**config.mk**
```make
export PLATFORM = sky130hd
export DESIGN_NAME = handshake_bit_serial_message_receiver
export DESIGN_NICKNAME = d
export VERILOG_FILES = /design/src/rtl/hbsmr_pkg.sv /design/src/rtl/handshake_bit_serial_message_receiver.sv /design/src/rtl/hbsmr_core.sv /design/src/rtl/hbsmr_out_reg.sv
export SDC_FILE = /design/constraint.sdc
export NUM_CORES = 1
export LEC_CHECK = 0
export ABC_AREA = 1
export BUFFER_PORTS_ARGS = -buffer_cell sky130_fd_sc_hd__buf_2
export CAP_MARGIN = 10
export CORE_MARGIN = 5
export CORE_UTILIZATION = 55
export CTS_BUF_LIST = sky130_fd_sc_hd__clkbuf_4 sky130_fd_sc_hd__clkbuf_8 sky130_fd_sc_hd__clkbuf_16
export DETAILED_ROUTE_END_ITERATION = 10
export PLACE_DENSITY = 0.87
export SYNTH_ARGS = -nofsm -noshare
export SYNTH_HDL_FRONTEND = slang
export SYNTH_SLANG_ARGS = --single-unit
```
**constraint.sdc**
```tcl
create_clock -name clk -period 4.39 [get_ports clk]
set_input_delay 0 -clock clk [delete_from_list [all_inputs] [get_ports clk]]
set_output_delay 0 -clock clk [all_outputs]
set_load 0.02 [all_outputs]
```
**src/rtl/hbsmr_pkg.sv**
```systemverilog
// ----------------------------------------------------------------------------
// hbsmr_pkg
// Shared types and constants of the bit-serial message receiver.
// ----------------------------------------------------------------------------
package hbsmr_pkg;

  localparam int unsigned LENGTH_BITS_DEF = 32;
  localparam int unsigned ID_W            = 22;
  localparam int unsigned BYTE_W          = 8;
  localparam int unsigned ACK_W           = 2;
  localparam int unsigned BIT_CNT_W       = 4;

  localparam logic [BIT_CNT_W-1:0] BYTE_BITS = BIT_CNT_W'(BYTE_W);

  localparam logic [ACK_W-1:0] ACK_NONE   = 2'd0;
  localparam logic [ACK_W-1:0] ACK_SINGLE = 2'd1;
  localparam logic [ACK_W-1:0] ACK_DOUBLE = 2'd2;

  typedef enum logic [1:0] {
    PH_IDLE    = 2'd0,
    PH_CONFIRM = 2'd1,
    PH_LENGTH  = 2'd2,
    PH_DATA    = 2'd3
  } phase_t;

  typedef struct packed {
    logic [ACK_W-1:0]  ack_count;
    logic [ID_W-1:0]   ack_target;
    logic              connected;
    logic              byte_valid;
    logic [BYTE_W-1:0] byte_value;
    logic              message_done;
  } result_t;

endpackage

```
**src/rtl/handshake_bit_serial_message_receiver.sv**
```systemverilog
// ----------------------------------------------------------------------------
// handshake_bit_serial_message_receiver
// Binds a peer, takes a length and data bytes one bit per event, acknowledges.
//
//   channel  dir  handshake            payload
//   in       in   in_valid/in_stall    sender_id, bit_value
//   out      out  out_valid/out_stall  ack_count, ack_target, connected,
//                                      byte_valid, byte_value, message_done
//
// One event per clock while the output is not stalled; each result shows up in the cycle after its transfer.
// Latency and rate are set by the single result register after the link logic.
// rst (synchronous) returns to idle with no peer bound and an empty output.
// A stalled result holds the input channel stalled in the same cycle; a
// result that is taken frees the slot for a new transfer in that cycle.
// ----------------------------------------------------------------------------
module handshake_bit_serial_message_receiver #(
  parameter int unsigned LENGTH_BITS = hbsmr_pkg::LENGTH_BITS_DEF
) (
  input  logic                           clk,
  input  logic                           rst,
  input  logic                           in_valid,
  output logic                           in_stall,
  input  logic [hbsmr_pkg::ID_W-1:0]     sender_id,
  input  logic                           bit_value,
  output logic                           out_valid,
  input  logic                           out_stall,
  output logic [hbsmr_pkg::ACK_W-1:0]    ack_count,
  output logic [hbsmr_pkg::ID_W-1:0]     ack_target,
  output logic                           connected,
  output logic                           byte_valid,
  output logic [hbsmr_pkg::BYTE_W-1:0]   byte_value,
  output logic                           message_done
);
  import hbsmr_pkg::*;

  logic    take;
  result_t res_comb;
  result_t res_reg;

  hbsmr_core #(
    .LENGTH_BITS(LENGTH_BITS)
  ) u_core (
    .clk       (clk),
    .rst       (rst),
    .take      (take),
    .sender_id (sender_id),
    .bit_value (bit_value),
    .res       (res_comb)
  );

  hbsmr_out_reg u_out (
    .clk       (clk),
    .rst       (rst),
    .in_valid  (in_valid),
    .in_stall  (in_stall),
    .take      (take),
    .res_in    (res_comb),
    .out_valid (out_valid),
    .out_stall (out_stall),
    .res_out   (res_reg)
  );

  assign ack_count    = res_reg.ack_count;
  assign ack_target   = res_reg.ack_target;
  assign connected    = res_reg.connected;
  assign byte_valid   = res_reg.byte_valid;
  assign byte_value   = res_reg.byte_value;
  assign message_done = res_reg.message_done;

endmodule

```
**src/rtl/hbsmr_core.sv**
```systemverilog
// ----------------------------------------------------------------------------
// hbsmr_core
// Link state, length and byte shifters; forms the result of one bit event.
// ----------------------------------------------------------------------------
module hbsmr_core #(
  parameter int unsigned LENGTH_BITS = hbsmr_pkg::LENGTH_BITS_DEF
) (
  input  logic                         clk,
  input  logic                         rst,
  input  logic                         take,
  input  logic [hbsmr_pkg::ID_W-1:0]   sender_id,
  input  logic                         bit_value,
  output hbsmr_pkg::result_t           res
);
  import hbsmr_pkg::*;

  localparam int unsigned LCW = (LENGTH_BITS > 1) ? $clog2(LENGTH_BITS) : 1;
  localparam logic [LCW-1:0] LEN_LAST = LCW'(LENGTH_BITS - 1);

  phase_t                 phase, phase_next;
  logic [ID_W-1:0]        peer_id, peer_id_next;
  logic [LENGTH_BITS-1:0] message_length, message_length_next;
  logic [LCW-1:0]         length_bits_seen, length_bits_seen_next;
  logic [BIT_CNT_W-1:0]   byte_bits_seen, byte_bits_seen_next;
  logic [LENGTH_BITS-1:0] bytes_received, bytes_received_next;
  logic [BYTE_W-1:0]      byte_shift, byte_shift_next;

  logic                   from_peer;
  logic                   byte_ready;
  logic                   len_last;
  logic [LENGTH_BITS-1:0] bytes_after;
  logic                   more_bytes;
  logic                   at_end;
  logic [BYTE_W-1:0]      shift_base;
  logic [BIT_CNT_W-1:0]   bits_base;

  assign from_peer   = (sender_id == peer_id);
  assign byte_ready  = (phase == PH_DATA) && (byte_bits_seen == BYTE_BITS);
  assign len_last    = (length_bits_seen == LEN_LAST);
  // a finished byte counts before the length compare of the same event
  assign bytes_after = bytes_received + LENGTH_BITS'(byte_ready);
  assign more_bytes  = (bytes_after < message_length);
  assign at_end      = (bytes_after == message_length);
  assign shift_base  = byte_ready ? '0 : byte_shift;
  assign bits_base   = byte_ready ? '0 : byte_bits_seen;

  always_comb begin
    phase_next = phase;
    case (phase)
      PH_IDLE: begin
        if (!bit_value) phase_next = PH_CONFIRM;
      end
      PH_CONFIRM: begin
        if (!bit_value && from_peer) phase_next = PH_LENGTH;
      end
      PH_LENGTH: begin
        if (from_peer && len_last) phase_next = PH_DATA;
      end
      PH_DATA: begin
        if (from_peer && at_end) phase_next = PH_IDLE;
      end
      default: phase_next = PH_IDLE;
    endcase
  end

  always_comb begin
    peer_id_next          = peer_id;
    message_length_next   = message_length;
    length_bits_seen_next = length_bits_seen;
    byte_bits_seen_next   = byte_bits_seen;
    bytes_received_next   = bytes_received;
    byte_shift_next       = byte_shift;
    res                   = '0;
    case (phase)
      PH_IDLE: begin
        if (!bit_value) begin
          peer_id_next   = sender_id;
          res.ack_count  = ACK_SINGLE;
          res.ack_target = sender_id;
          res.connected  = 1'b1;
        end
      end
      PH_CONFIRM: begin
        if (!bit_value && from_peer) begin
          res.ack_count  = ACK_SINGLE;
          res.ack_target = peer_id;
        end
      end
      PH_LENGTH: begin
        if (from_peer) begin
          message_length_next = {message_length[LENGTH_BITS-2:0], bit_value};
          res.ack_target      = peer_id;
          if (len_last) begin
            length_bits_seen_next = '0;
            res.ack_count         = ACK_DOUBLE;
          end else begin
            length_bits_seen_next = length_bits_seen + 1'b1;
            res.ack_count         = ACK_SINGLE;
          end
        end
      end
      PH_DATA: begin
        if (byte_ready) begin
          res.byte_valid      = 1'b1;
          res.byte_value      = byte_shift;
          byte_bits_seen_next = '0;
          byte_shift_next     = '0;
          bytes_received_next = bytes_after;
        end
        if (from_peer && more_bytes) begin
          byte_shift_next     = {shift_base[BYTE_W-2:0], bit_value};
          byte_bits_seen_next = bits_base + 1'b1;
          res.ack_count       = ACK_SINGLE;
          res.ack_target      = peer_id;
        end else if (from_peer && at_end) begin
          // drop the link and clear everything for the next message
          res.message_done      = 1'b1;
          peer_id_next          = '0;
          message_length_next   = '0;
          length_bits_seen_next = '0;
          byte_bits_seen_next   = '0;
          bytes_received_next   = '0;
          byte_shift_next       = '0;
        end
      end
      default: ;
    endcase
  end

  always_ff @(posedge clk) begin
    if (rst) begin
      phase            <= PH_IDLE;
      peer_id          <= '0;
      message_length   <= '0;
      length_bits_seen <= '0;
      byte_bits_seen   <= '0;
      bytes_received   <= '0;
      byte_shift       <= '0;
    end else if (take) begin
      phase            <= phase_next;
      peer_id          <= peer_id_next;
      message_length   <= message_length_next;
      length_bits_seen <= length_bits_seen_next;
      byte_bits_seen   <= byte_bits_seen_next;
      bytes_received   <= bytes_received_next;
      byte_shift       <= byte_shift_next;
    end
  end

  a_bind_peer: assert property (@(posedge clk) disable iff (rst)
    take && (phase == PH_IDLE) && !bit_value
      |=> (phase == PH_CONFIRM) && (peer_id == $past(sender_id)))
    else $error("idle zero bit did not bind the sender");

  a_done_clears: assert property (@(posedge clk) disable iff (rst)
    take && res.message_done
      |=> (phase == PH_IDLE) && (peer_id == '0) && (bytes_received == '0))
    else $error("message end left state behind");

  a_byte_bits_range: assert property (@(posedge clk) disable iff (rst)
    byte_bits_seen <= BYTE_BITS)
    else $error("byte bit counter overran");

endmodule

```
**src/rtl/hbsmr_out_reg.sv**
```systemverilog
// ----------------------------------------------------------------------------
// hbsmr_out_reg
// Result register; takes a new event whenever the slot is free or draining.
// ----------------------------------------------------------------------------
module hbsmr_out_reg (
  input  logic               clk,
  input  logic               rst,
  input  logic               in_valid,
  output logic               in_stall,
  output logic               take,
  input  hbsmr_pkg::result_t res_in,
  output logic               out_valid,
  input  logic               out_stall,
  output hbsmr_pkg::result_t res_out
);
  import hbsmr_pkg::*;

  logic    valid;
  result_t data;

  assign in_stall  = valid && out_stall;
  assign take      = in_valid && !in_stall;
  assign out_valid = valid;
  assign res_out   = data;

  always_ff @(posedge clk) begin
    if (rst) begin
      valid <= 1'b0;
    end else if (take) begin
      valid <= 1'b1;
    end else if (!out_stall) begin
      valid <= 1'b0;
    end
  end

  always_ff @(posedge clk) begin
    if (take) begin
      data <= res_in;
    end
  end

  a_take_fills: assert property (@(posedge clk) disable iff (rst)
    take |=> valid && (data == $past(res_in)))
    else $error("accepted event did not reach the result register");

  a_drain_empties: assert property (@(posedge clk) disable iff (rst)
    valid && !out_stall && !take |=> !valid)
    else $error("result register kept a delivered result");

endmodule
```
==> summary.md, run 1 <==
| Metric | Value |
|---|---|
| Largest net degree at the start of global routing | `77` |
| Clk Tree Root Cell | `clkbuf_16` |
| First-pass GRT wire length | `35.83 mm` |
| WP data arrival | `4350 ps` |
| Placed Area | `0.008707 mm2` |
| Number of I/O pins | `64` |
| Part of the power in registers | `44.1%` |
| Nets | `1356` |
| Post-synth top area share | `25.50%` |
| Mapped Nets | `1285` |
| Synthesized area | `0.008323 mm2` |
| Finished Layout Cells | `1486` |
| Final antenna-violating net count | `0` |
| R2r setup slk | `300 ps` |
| RSZ-0062 raised after global routing | `false` |
| Syn Area/Cell | `6.850 um2` |
| Startpoint types | `register` |
| Vias per cell | `5.488` |
| Die footprint | `0.01769 mm2` |
| Routed len/inst | `14.56 um` |
| Synth top area cells | `dfxtp_1 (25%), nand2_1 (16%), edfxtp_1 (13%)` |
| Family with the most delay on the worst path | `simple AND/OR/NAND/NOR gates` |
| Crit path kind | `register to register` |
| Post-Route WL | `21.63 mm` |
| Critical path endpoint category | `register` |
| Power Dens Cells | `333.3 mW/mm2` |
| Hold Crit Class | `primary input to register` |
| Placed cell count | `1425` |
| Syn Inst Count | `1215` |
| H-Tree Depth | `4` |
| Synthesis warning total | `0` |
| Clock Path Buffers | `2` |
| CTS tree | `yes` |
| I/O Buffers | `63` |
| Worst VDD drop | `0.0005288 V` |
| Final setup vio count | `0` |
| Vias | `8155` |
| CTS clk-pin slew, worst paths | `60 ps` |
| Count leader, synth | `nand2_1` |
| Final design utilization | `64.19%` |
| Post-DP HPWL | `13.59 mm` |
| # fillers | `1210` |
| Grt total ovfl | `0` |
| CP Depth | `23` |
| EDFF count, synth | `35` |
| Reg2reg start | `u_core.byte_bits_seen[0]` |
| Die X | `133.0 um` |
| Pwr Total | `3.217 mW` |
| Max_cap viols | `0` |
| Worst Path Buf+Inv | `5` |
| Worst Hold Margin | `304.6 ps` |
| Clock sink count | `141` |
| Crit path cell chain | `inv_1, ha_1, nand3_1, nor2_4, ha_1, ha_2, nand2_1, inv_1, nand2_1, nor2_1, xor2_1, inv_1, ha_1, nand4_1, nor2_2, nand3_1, inv_1, nand2_1, nand3_4, buf_4, nand3_4, nand2_1, a21oi_1` |
| Int Pwr | `2.394 mW` |
| Setup TNS | `0 ps` |
| Synth unique cells | `31` |
| Initial DRT Pass Iterations | `7` |
| Final Max Tran Viols | `0` |
| Clk_skew | `10.70 ps` |
| Core Area | `0.01503 mm2` |
| Setup slack after layout | `304.7 ps` |
| Worst-path fanout max | `18` |
| Die Y | `133.0 um` |
| Reg2reg end | `u_core.message_length[26]` |
| Worst endpoint required time | `4660 ps` |
| Starting Density | `55.36%` |
| Layout Cell Area excl Fill | `0.009649 mm2` |
| Peak Freq | `244.8 MHz` |
| GP Congestion | `0.9353` |
| N_diodes | `0` |
| Dpl ws | `144.8 ps` |
| Critical Path Start | `u_core.byte_bits_seen[0]` |
| Worst slew pin tran | `1032 ps` |
| Sw Share | `25.58%` |
| Skew-Pair Late Insertion Delay | `420 ps` |
| P_sw | `0.8227 mW` |
| Logic gate share of total power | `10.8%` |
| Clock share of power | `45.1%` |
| Final Cycle Share | `93.06%` |
| Drt drc | `0` |
| Max-slew headroom | `31.11%` |
| Seq cells post-synth | `141` |
| List of most frequent post-synthesis cells | `nand2_1 (353), inv_1 (159), a21oi_1 (120), dfxtp_1 (106), nor2_1 (104)` |
| R2R cell count | `23` |
| Leak | `4.070 nW` |
| Initial antenna violation count | `0` |
| Min Tclk post-route | `4085 ps` |
| Ys flop type | `dfxtp_1` |
| Fin. Hold Viols | `0` |
| GRT Total Usage | `24.31%` |
| CP peak stage delay | `330 ps` |
| Flip-flop and latch area | `0.003173 mm2` |
| Seq/Total Area, Yosys | `38.12%` |
| Share of cells above drive strength 1 | `10.86%` |
| FP Rows | `45` |
| CP Capture Point | `u_core.message_length[26]` |
| Status | `finished, final reports clean` |
| CTS Buf Count | `17` |
| Slowest CP cell | `dfxtp_1` |
| Footprint of the multi-input gates | `0.004363 mm2` |
| Area Overhead vs Synth | `15.94%` |
| DRT iter0 DRCs | `613` |
| Vias in the first global route | `7794` |
| Async set-reset flop share out of synthesis | `0%` |
| Largest area contributor in the netlist | `dfxtp_1` |
[flip-flops by register name, summed over array words and instances, names as in the netlist]
| signal | flops |
|---|---|
| u_core.byte_bits_seen | 4 |
| u_core.byte_shift | 8 |
| u_core.bytes_received | 32 |
| u_core.length_bits_seen | 5 |
| u_core.message_length | 32 |
| u_core.peer_id | 22 |
| u_core.phase | 2 |
| u_out.out_valid | 1 |
| u_out.res_out | 35 |
[worst register-to-register path, cell delays in order (launching register included)]
cell and delay, ps:
dfxtp_1 330, inv_1 90, ha_1 140, nand3_1 160, nor2_4 140, ha_1 230
ha_2 260, nand2_1 90, inv_1 180, nand2_1 140, nor2_1 140, xor2_1 230
inv_1 80, ha_1 270, nand4_1 130, nor2_2 170, nand3_1 110, inv_1 70
nand2_1 170, nand3_4 180, buf_4 140, nand3_4 230, nand2_1 150, a21oi_1 80
[routing by layer]
metal	up-vias	track usage [%]	routed length, um
met5	-	0	0
met2	353	41.59	10420
met1	3721	29.39	9013
met3	49	5.627	1721
li1	4032	-	-
met4	0	10.10	471
[worst min path at each step]
stage | depth (start not counted) | slack, ps | end | startpoint
5_1_grt | 9 | 350 | u_core.phase[0] | in_valid
3_3_place_gp | 3 | 270 | u_out.out_valid | out_stall
4_1_cts | 9 | 290 | u_core.phase[1] | in_valid
3_5_place_dp | 3 | 290 | u_core.peer_id[15] | sender_id[15]
2_1_floorplan | 2 | 150 | u_core.peer_id[0] | sender_id[0]
6_report | 9 | 300 | u_core.phase[0] | in_valid
[cells by family (layout without fill, tap and decap cells)]
kind of cell / count (synthesis) / in the layout / share of synthesized area (%)
AND/OR/NAND/NOR: 615 / 617 / 31.39
AO/OA/AOI/OAI: 176 / 176 / 11.18
XOR/XNOR: 22 / 22 / 2.315
buffers and inverters: 218 / 299 / 10.52
adder cells (fa/ha/maj): 43 / 43 / 6.464
flip-flops: 141 / 141 / 38.12
[power groups by stage]
stage / clock network [mW] / registers, mW / logic (mW)
after CTS: 1.46 / 1.42 / 0.336
after detailed placement: 0 / 1.44 / 0.316
after global routing: 1.53 / 1.42 / 0.383
after global placement: 0 / 1.44 / 0.309
after floorplan: 0 / 1.47 / 0.187
final: 1.45 / 1.42 / 0.347
[final cells by class]
cell class              count  area share, %
well taps                 188          2.438
clock buffers              19          4.564
clock inverters            12          1.530
inverters                 167          6.496
multi-input cells         858          45.22
flip-flops and latches    141          32.88
repair buffers            101          6.872
[what timing repair did]
item	4_1_cts	5_1_grt
endpoints found under the setup margin	0	126
resized for setup	0	13
buffers inserted	0	3
endpoints found under the hold margin	46	0
hold buffers	25	0
[cells in the final DEF, fill, tap and decap left out, types with 3 or more instances in the layout]
cell,instances
a21oi_1,120
buf_2,63
buf_4,13
bufinv_16,3
clkbuf_16,17
clkinv_1,6
clkinvlp_4,3
dfxtp_1,106
dlygate4sd3_1,25
edfxtp_1,35
ha_1,42
inv_1,158
inv_2,5
nand2_1,353
nand2_2,4
nand3_1,99
nand3_4,5
nand4_1,19
nor2_1,100
nor2_2,9
nor2_4,4
nor3_1,16
o211ai_1,17
o21ai_0,36
xor2_1,19
Note: power is estimated with default switching activity, not from simulation.
==> run 2: changes to the inputs <==
--- a/config.mk
+++ b/config.mk
@@ -5,14 +5,14 @@
 export SDC_FILE = /design/constraint.sdc
 export NUM_CORES = 1
 export LEC_CHECK = 0
-export ABC_AREA = 1
+export ABC_AREA = 0
 export BUFFER_PORTS_ARGS = -buffer_cell sky130_fd_sc_hd__buf_2
 export CAP_MARGIN = 10
 export CORE_MARGIN = 5
-export CORE_UTILIZATION = 55
+export CORE_UTILIZATION = 54
 export CTS_BUF_LIST = sky130_fd_sc_hd__clkbuf_4 sky130_fd_sc_hd__clkbuf_8 sky130_fd_sc_hd__clkbuf_16
 export DETAILED_ROUTE_END_ITERATION = 10
-export PLACE_DENSITY = 0.87
+export PLACE_DENSITY = 0.86
 export SYNTH_ARGS = -nofsm -noshare
 export SYNTH_HDL_FRONTEND = slang
 export SYNTH_SLANG_ARGS = --single-unit
==> run 2 against run 1 <==
The run now ends with setup timing left. Critical path depth fell by 2. Via count fell by 20%. Wire length fell by 0.68%. Core utilization rose by 8.0 points. Critical endpoint is now u_core.message_length[1]. Final cell count fell by 33%. Synthesized cell count fell by 44%. First-iteration DRC count rose by 30%. Worst hold slack got worse by 190 ps. Clock skew rose by 3.8 ps. Sequential share of layout area rose by 2.3 points. Global-route usage fell by 0.60 points.
==> summary.md, run 2 <==
| Metric | Value |
|---|---|
| Drt drc | `0` |
| Clock sink count | `141` |
| Initial antenna violation count | `0` |
| Clk Tree Root Cell | `clkbuf_16` |
| Worst min-delay path startpoint | `rst` |
| GRT Total Usage | `23.71%` |
| Share of cells above drive strength 1 | `24.40%` |
| Finished Layout Cells | `1000` |
| Min Tclk post-route | `4587 ps` |
| Die Y | `122.7 um` |
| Setup slack after layout | `-197.4 ps` |
| N_diodes | `0` |
| Synthesized area | `0.006855 mm2` |
| WP data arrival | `4900 ps` |
| Vias | `6502` |
| Slowest CP cell | `dfxtp_4` |
| GR peak layer | `met2` |
| List of most frequent post-synthesis cells | `dfxtp_1 (106), a22o_1 (95), inv_1 (45), ha_1 (43), nor2_1 (37)` |
| Synthesis warning total | `0` |
| Vias in the first global route | `5753` |
| Final Max Tran Viols | `0` |
| Die X | `122.7 um` |
| Worst Path Buf+Inv | `4` |
| Flip-flop and latch area | `0.003181 mm2` |
| Met2 Usage GRT | `40.08%` |
| Syn Area/Cell | `10.11 um2` |
| Failing checks | `setup timing` |
| First-pass GRT wire length | `28.12 mm` |
| Mapped Nets | `748` |
| CP peak stage delay | `380 ps` |
| Async set-reset flop share out of synthesis | `0%` |
| Peak Freq | `218.0 MHz` |
| Skew-Pair Late Insertion Delay | `430 ps` |
| GP Congestion | `0.9528` |
| Die footprint | `0.01505 mm2` |
| Post-synth top area share | `30.95%` |
| Largest area contributor in the netlist | `dfxtp_1` |
| Final antenna-violating net count | `0` |
| FP Rows | `41` |
| Placed cell count | `914` |
| Worst Hold Margin | `116.8 ps` |
| Nets | `885` |
| Adder-cell share of the synthesized area | `7.848%` |
| EDFF count, synth | `35` |
| Post-DP HPWL | `10.93 mm` |
| Leak | `3.755 nW` |
| Clock Path Buffers | `2` |
| Compound-Gate Fraction of Synth Area | `21.12%` |
| Top cell by count, worst path | `ha_4` |
| Ys flop type | `dfxtp_1` |
| Clk_skew | `14.49 ps` |
| Number of I/O pins | `64` |
| Crit path cell chain | `ha_4, nand4b_1, bufinv_8, ha_4, ha_4, and4_4, nand2_4, or2_4, nor3_4, nand2_1, xnor2_1, ha_1, nand4_1, nor4_4, buf_4, o2111a_2, nor2_4, o41a_1, buf_4, buf_12, a22o_1` |
| Main combinational cell family by area after synthesis | `compound AO/OA/AOI/OAI gates` |
| Routed len/inst | `21.48 um` |
| Syn Inst Count | `678` |
| Final Cycle Share | `104.5%` |
| Critical path endpoint category | `register` |
| Vias per cell | `6.502` |
| Worst slew pin tran | `916.4 ps` |
| Grt total ovfl | `0` |
| Final setup vio count | `92` |
| Simple-gate share of the synthesized area | `13.31%` |
| Seq/Total Area, Yosys | `46.29%` |
| Worst-path fanout max | `9` |
| GR Util met1 | `28.53%` |
| Seq cells post-synth | `141` |
| Footprint of the multi-input gates | `0.003635 mm2` |
| CTS clk-pin slew, worst paths | `60 ps` |
| Max reg flops | `35` |
| Commonest non-fill, non-tap cell in the layout | `dfxtp_1` |
| Initial DRT Pass Iterations | `8` |
| RSZ-0062 raised after global routing | `true` |
| Crit path kind | `register to register` |
| Synth Area in XOR/XNOR | `6.644%` |
| Most frequent cells in the layout | `dfxtp_1 (102), a22o_1 (95), buf_2 (63)` |
| CTS tree | `yes` |
| H-Tree Depth | `4` |
| Synth top area cells | `dfxtp_1 (31%), edfxtp_1 (15%), a22o_1 (12%)` |
| Max-slew headroom | `38.91%` |
| Placed Area | `0.007650 mm2` |
| Status | `complete, but fails checks` |
| DRT iter0 DRCs | `794` |
| Area Overhead vs Synth | `31.76%` |
| Layout Cell Area excl Fill | `0.009032 mm2` |
| Post-Route WL | `21.48 mm` |
| I/O Buffers | `63` |
| Worst VDD drop | `0.0003494 V` |
| # fillers | `768` |
| Mux contribution to synthesized area | `0.1460%` |
| Max_cap viols | `0` |
| Worst endpoint required time | `4700 ps` |
| CTS Buf Count | `17` |
| Family with the most delay on the worst path | `simple AND/OR/NAND/NOR gates` |
| Critical Path Start | `u_core.phase[1]` |
| Met3 Usage GRT | `5.806%` |
| Synth unique cells | `54` |
| Starting Density | `54.77%` |
| Fin. Hold Viols | `0` |
| Startpoint types | `register` |
| Core Area | `0.01252 mm2` |
| Hold Crit Class | `primary input to register` |
| Power Dens Cells | `340.3 mW/mm2` |
| Count leader, synth | `dfxtp_1` |
| Reg2reg start | `u_core.phase[1]` |
| Pwr Total | `3.074 mW` |
| Largest net degree at the start of global routing | `40` |
[run 2: changes by cell type after synthesis, sizes merged, moves of 9 or more]
cell    delta
nand2    -327
inv      -118
a22o      +95
a21oi     -91
nand3     -83
nor2      -75
xnor2     +25
and3      +15
buf       -15
o211ai    -14
o21ai     -12
a22oi      +9
and2       +9
nor4       +9
[run 2: final cells by class]
type	instances	area share [%]
inverter	46	2.064
clock inverter	12	1.344
timing repair buffer	148	13.73
sequential	141	35.21
multi-input combinational	461	40.24
tap	172	2.383
clock buffer	20	5.028
[run 2: worst register-to-register path, stage by stage, from the launching register on]
cell and delay, ps:
dfxtp_4 380, ha_4 140, nand4b_1 130, bufinv_8 210, ha_4 150, ha_4 140
and4_4 250, nand2_4 70, or2_4 280, nor3_4 190, nand2_1 110, xnor2_1 140
ha_1 280, nand4_1 240, nor4_4 350, buf_4 170, o2111a_2 240, nor2_4 50
o41a_1 380, buf_4 180, buf_12 140, a22o_1 240
[run 2: worst paths after layout]
| kind | to | slack (ps) | cells past startpoint |
|---|---|---|---|
| min reg2reg | u_core.bytes_received[29] | 500 | 1 |
| max reg2reg | u_core.message_length[1] | -200 | 21 |
| max | u_core.message_length[1] | -200 | 21 |
| min | u_core.phase[1] | 120 | 2 |
[run 2: kinds of logic after synthesis]
family / Yosys count
AO/OA/AOI/OAI: 190
adder cells (fa/ha/maj): 43
multiplexers: 1
buffers and inverters: 77
AND/OR/NAND/NOR: 174
XOR/XNOR: 52
flip-flops: 141
[run 2: routing by layer]
| layer | wire length [um] | up-vias | part of all wire [%] |
|---|---|---|---|
| met1 | 8015 | 3087 | 37 |
| met3 | 1954 | 130 | 9.1 |
| met2 | 10490 | 477 | 49 |
| met5 | 0 | - | 0 |
| li1 | - | 2808 | - |
| met4 | 1022 | 0 | 4.8 |
[run 2: repair_timing]
action,4_1_cts,5_1_grt
gates cloned,2,8
setup buffers,7,13
hold buffers,25,0
endpoints found under the setup margin,65,123
pin swaps,3,25
endpoints found under the hold margin,47,0
resized for setup,9,45
[run 2: stage by stage]
stage / utilization (%) / setup TNS, ps / setup slack [ps]
floorplan: - / -5049 / -145.7
global placement: 61.12 / 0 / 103.3
detailed placement: 61.12 / -246.0 / -30.13
CTS: 68.89 / -724.5 / -35.33
global route: 72.16 / -25080 / -357.8
finish: 72.16 / -10220 / -197.4
[run 2: where the power goes]
part	switching, mW	internal (mW)
Combinational	0.156	0.115
Sequential	0.0221	1.37
Clock	0.552	0.857
==> run 3: changes to the inputs <==
--- a/config.mk
+++ b/config.mk
@@ -5,14 +5,14 @@
 export SDC_FILE = /design/constraint.sdc
 export NUM_CORES = 1
 export LEC_CHECK = 0
-export ABC_AREA = 0
+export ABC_AREA = 1
 export BUFFER_PORTS_ARGS = -buffer_cell sky130_fd_sc_hd__buf_2
 export CAP_MARGIN = 10
 export CORE_MARGIN = 5
-export CORE_UTILIZATION = 54
+export CORE_UTILIZATION = 60
 export CTS_BUF_LIST = sky130_fd_sc_hd__clkbuf_4 sky130_fd_sc_hd__clkbuf_8 sky130_fd_sc_hd__clkbuf_16
 export DETAILED_ROUTE_END_ITERATION = 10
-export PLACE_DENSITY = 0.86
+export PLACE_DENSITY = 0.9
 export SYNTH_ARGS = -nofsm -noshare
 export SYNTH_HDL_FRONTEND = slang
 export SYNTH_SLANG_ARGS = --single-unit
==> constraint.sdc (replaced) <==
create_clock -name clk -period 5.62 [get_ports clk]
set_input_delay 0 -clock clk [delete_from_list [all_inputs] [get_ports clk]]
set_output_delay 0 -clock clk [all_outputs]
set_load 0.02 [all_outputs]
==> run 3 against run 2 <==
The run now ends clean. Sequential power fell by 20%. Via count rose by 25%. Core utilization fell by 2.7 points. First-iteration DRC count fell by 19%. Critical path depth rose by 2. Largest cell class unchanged. Sequential cell count did not move.
==> summary.md, run 3 (synthesis results as in run 1) <==
| Metric | Value |
|---|---|
| # Post-CTS Setup Buffers | `0` |
| Logic gate share of total power | `10.5%` |
| Max-slew headroom | `32.94%` |
| Layout Cell Area excl Fill | `0.009528 mm2` |
| Hold depth | `3` |
| Final design utilization | `69.45%` |
| Post-CTS Hold Fix Bufs | `25` |
| DRT iter0 DRCs | `647` |
| N_diodes | `0` |
| Worst VDD drop | `0.0001653 V` |
| Leak | `4.037 nW` |
| Initial antenna violation count | `0` |
| Clock sink count | `141` |
| Int Pwr | `1.887 mW` |
| Vias in the first global route | `7740` |
| Clock share of power | `45.8%` |
| Vias per cell | `5.533` |
| Number of I/O pins | `64` |
| Crit path kind | `register to register` |
| Part of the power in registers | `43.7%` |
| Max reg flops | `35` |
| Reg2reg start | `u_core.phase[1]` |
| Most frequent cells in the layout | `nand2_1 (353), inv_1 (159), a21oi_1 (120)` |
| Critical path endpoint category | `register` |
| Clk_skew | `8.878 ps` |
| Peak Freq | `221.1 MHz` |
| Grt total ovfl | `0` |
| WP data arrival | `4800 ps` |
| Die Y | `127.8 um` |
| Area Overhead vs Synth | `14.48%` |
| Min Tclk post-route | `4523 ps` |
| H-Tree Depth | `4` |
| Vias | `8139` |
| Power Dens Cells | `265.8 mW/mm2` |
| Worst slew pin tran | `1005 ps` |
| Max_cap viols | `0` |
| Status | `finished, final reports clean` |
| Core Area | `0.01372 mm2` |
| Worst endpoint required time | `5900 ps` |
| R2R cell count | `23` |
| Starting Density | `60.67%` |
| P_sw | `0.6451 mW` |
| First-pass GRT wire length | `35.29 mm` |
| Clk Tree Root Cell | `clkbuf_16` |
| Share of cells above drive strength 1 | `9.915%` |
| Skew-Pair Late Insertion Delay | `430 ps` |
| Setup TNS | `0 ps` |
| Post-Route WL | `21.38 mm` |
| Clock Path Buffers | `2` |
| Final Cycle Share | `80.47%` |
| Worst min-delay path startpoint | `rst` |
| CTS Buf Count | `17` |
| Sw Share | `25.48%` |
| Routed len/inst | `14.53 um` |
| Commonest non-fill, non-tap cell in the layout | `nand2_1` |
| Final setup vio count | `0` |
| Die footprint | `0.01633 mm2` |
| R2r setup slk | `1100 ps` |
| Final antenna-violating net count | `0` |
| PostCTS Resize Cnt | `0` |
| GP Congestion | `0.9362` |
| Die X | `127.8 um` |
| FP Rows | `43` |
| Placed Area | `0.008675 mm2` |
| Drt drc | `0` |
| Nets | `1348` |
| GRT Total Usage | `26.26%` |
| CTS tree | `yes` |
| I/O Buffers | `63` |
| Worst-path fanout max | `22` |
| Final Max Tran Viols | `0` |
| Fin. Hold Viols | `0` |
| Startpoint types | `register` |
| Hold endpoint | `u_core.peer_id[3]` |
| Post-DP HPWL | `13.96 mm` |
| CTS clk-pin slew, worst paths | `60 ps` |
| Hold Crit Class | `primary input to register` |
| Initial DRT Pass Iterations | `5` |
| RSZ-0062 raised after global routing | `false` |
| Largest net degree at the start of global routing | `78` |
| Reg2reg end | `u_core.peer_id[14]` |
[run 3: cell count changes in the layout (fill, tap and decap cells not counted), sizes merged, moves of 14 or more]
cell and delta:
nand2 +327, nor2 +75, a21oi +91, nand3 +83, a22o -95, inv +119, buf -48, xnor2 -25
and3 -15, o211ai +14
[run 3: per-layer routing]
layer / track usage [%] / part of all wire [%]
met5: 0 / 0
met2: 46.03 / 49
met1: 30.35 / 40
met3: 5.875 / 7.4
met4: 12.36 / 3.5
[run 3: power by group through the flow]
stage | clock (mW) | combinational (mW) | sequential (mW)
after CTS | 1.17 | 0.261 | 1.11
after floorplan | 0 | 0.146 | 1.15
after detailed placement | 0 | 0.246 | 1.13
after global routing | 1.21 | 0.291 | 1.11
after global placement | 0 | 0.237 | 1.13
final | 1.16 | 0.265 | 1.11
[run 3: area by class of cell]
type / instances / area (um2)
clock inverters: 11 / 141.4
inverters: 167 / 626.9
multi-input cells: 856 / 4282
flip-flops and latches: 141 / 3173
well taps: 180 / 225.2
clock buffers: 21 / 461.7
fillers: 1109 / 4192
repair buffers: 95 / 618.1
[run 3: worst max-delay path, stage by stage (launching register included)]
cell and delay, ps:
dfxtp_1 380, ha_1 370, inv_2 100, nor2_4 140, ha_1 230, inv_1 80, nor2_1 240, nand2_1 160
inv_1 80, nand2_1 140, inv_1 160, nand2_1 80, xor2_1 190, inv_1 70, ha_1 310, nand4_1 120
nor2_1 210, nand3_1 100, nor2_1 160, nand2_2 140, nand2_2 170, nand3b_2 430, nand2_1 210, a21oi_1 80
[run 3: worst max-delay path by stage]
stage	slack, ps	from	endpoint
2_1_floorplan	1500	u_core.phase[0]	u_out.res_out[13]
3_3_place_gp	1270	u_core.phase[0]	u_core.byte_bits_seen[2]
3_5_place_dp	1170	u_core.phase[1]	u_core.byte_bits_seen[2]
4_1_cts	1140	u_core.phase[1]	u_core.byte_bits_seen[2]
5_1_grt	600	u_core.phase[1]	u_core.peer_id[19]
6_report	1100	u_core.phase[1]	u_core.peer_id[14]
[run 3: stage by stage]
step	power, mW	cells	worst slack, ps	hold slack, ps
after CTS	2.537	1471	1139	269.9
after global routing	2.614	1471	595.9	303.5
after floorplan	1.298	1215	1499	147.4
after global placement	1.363	1414	1266	279.3
after detailed placement	1.374	1414	1169	287.5
final	2.532	1471	1097	280.3
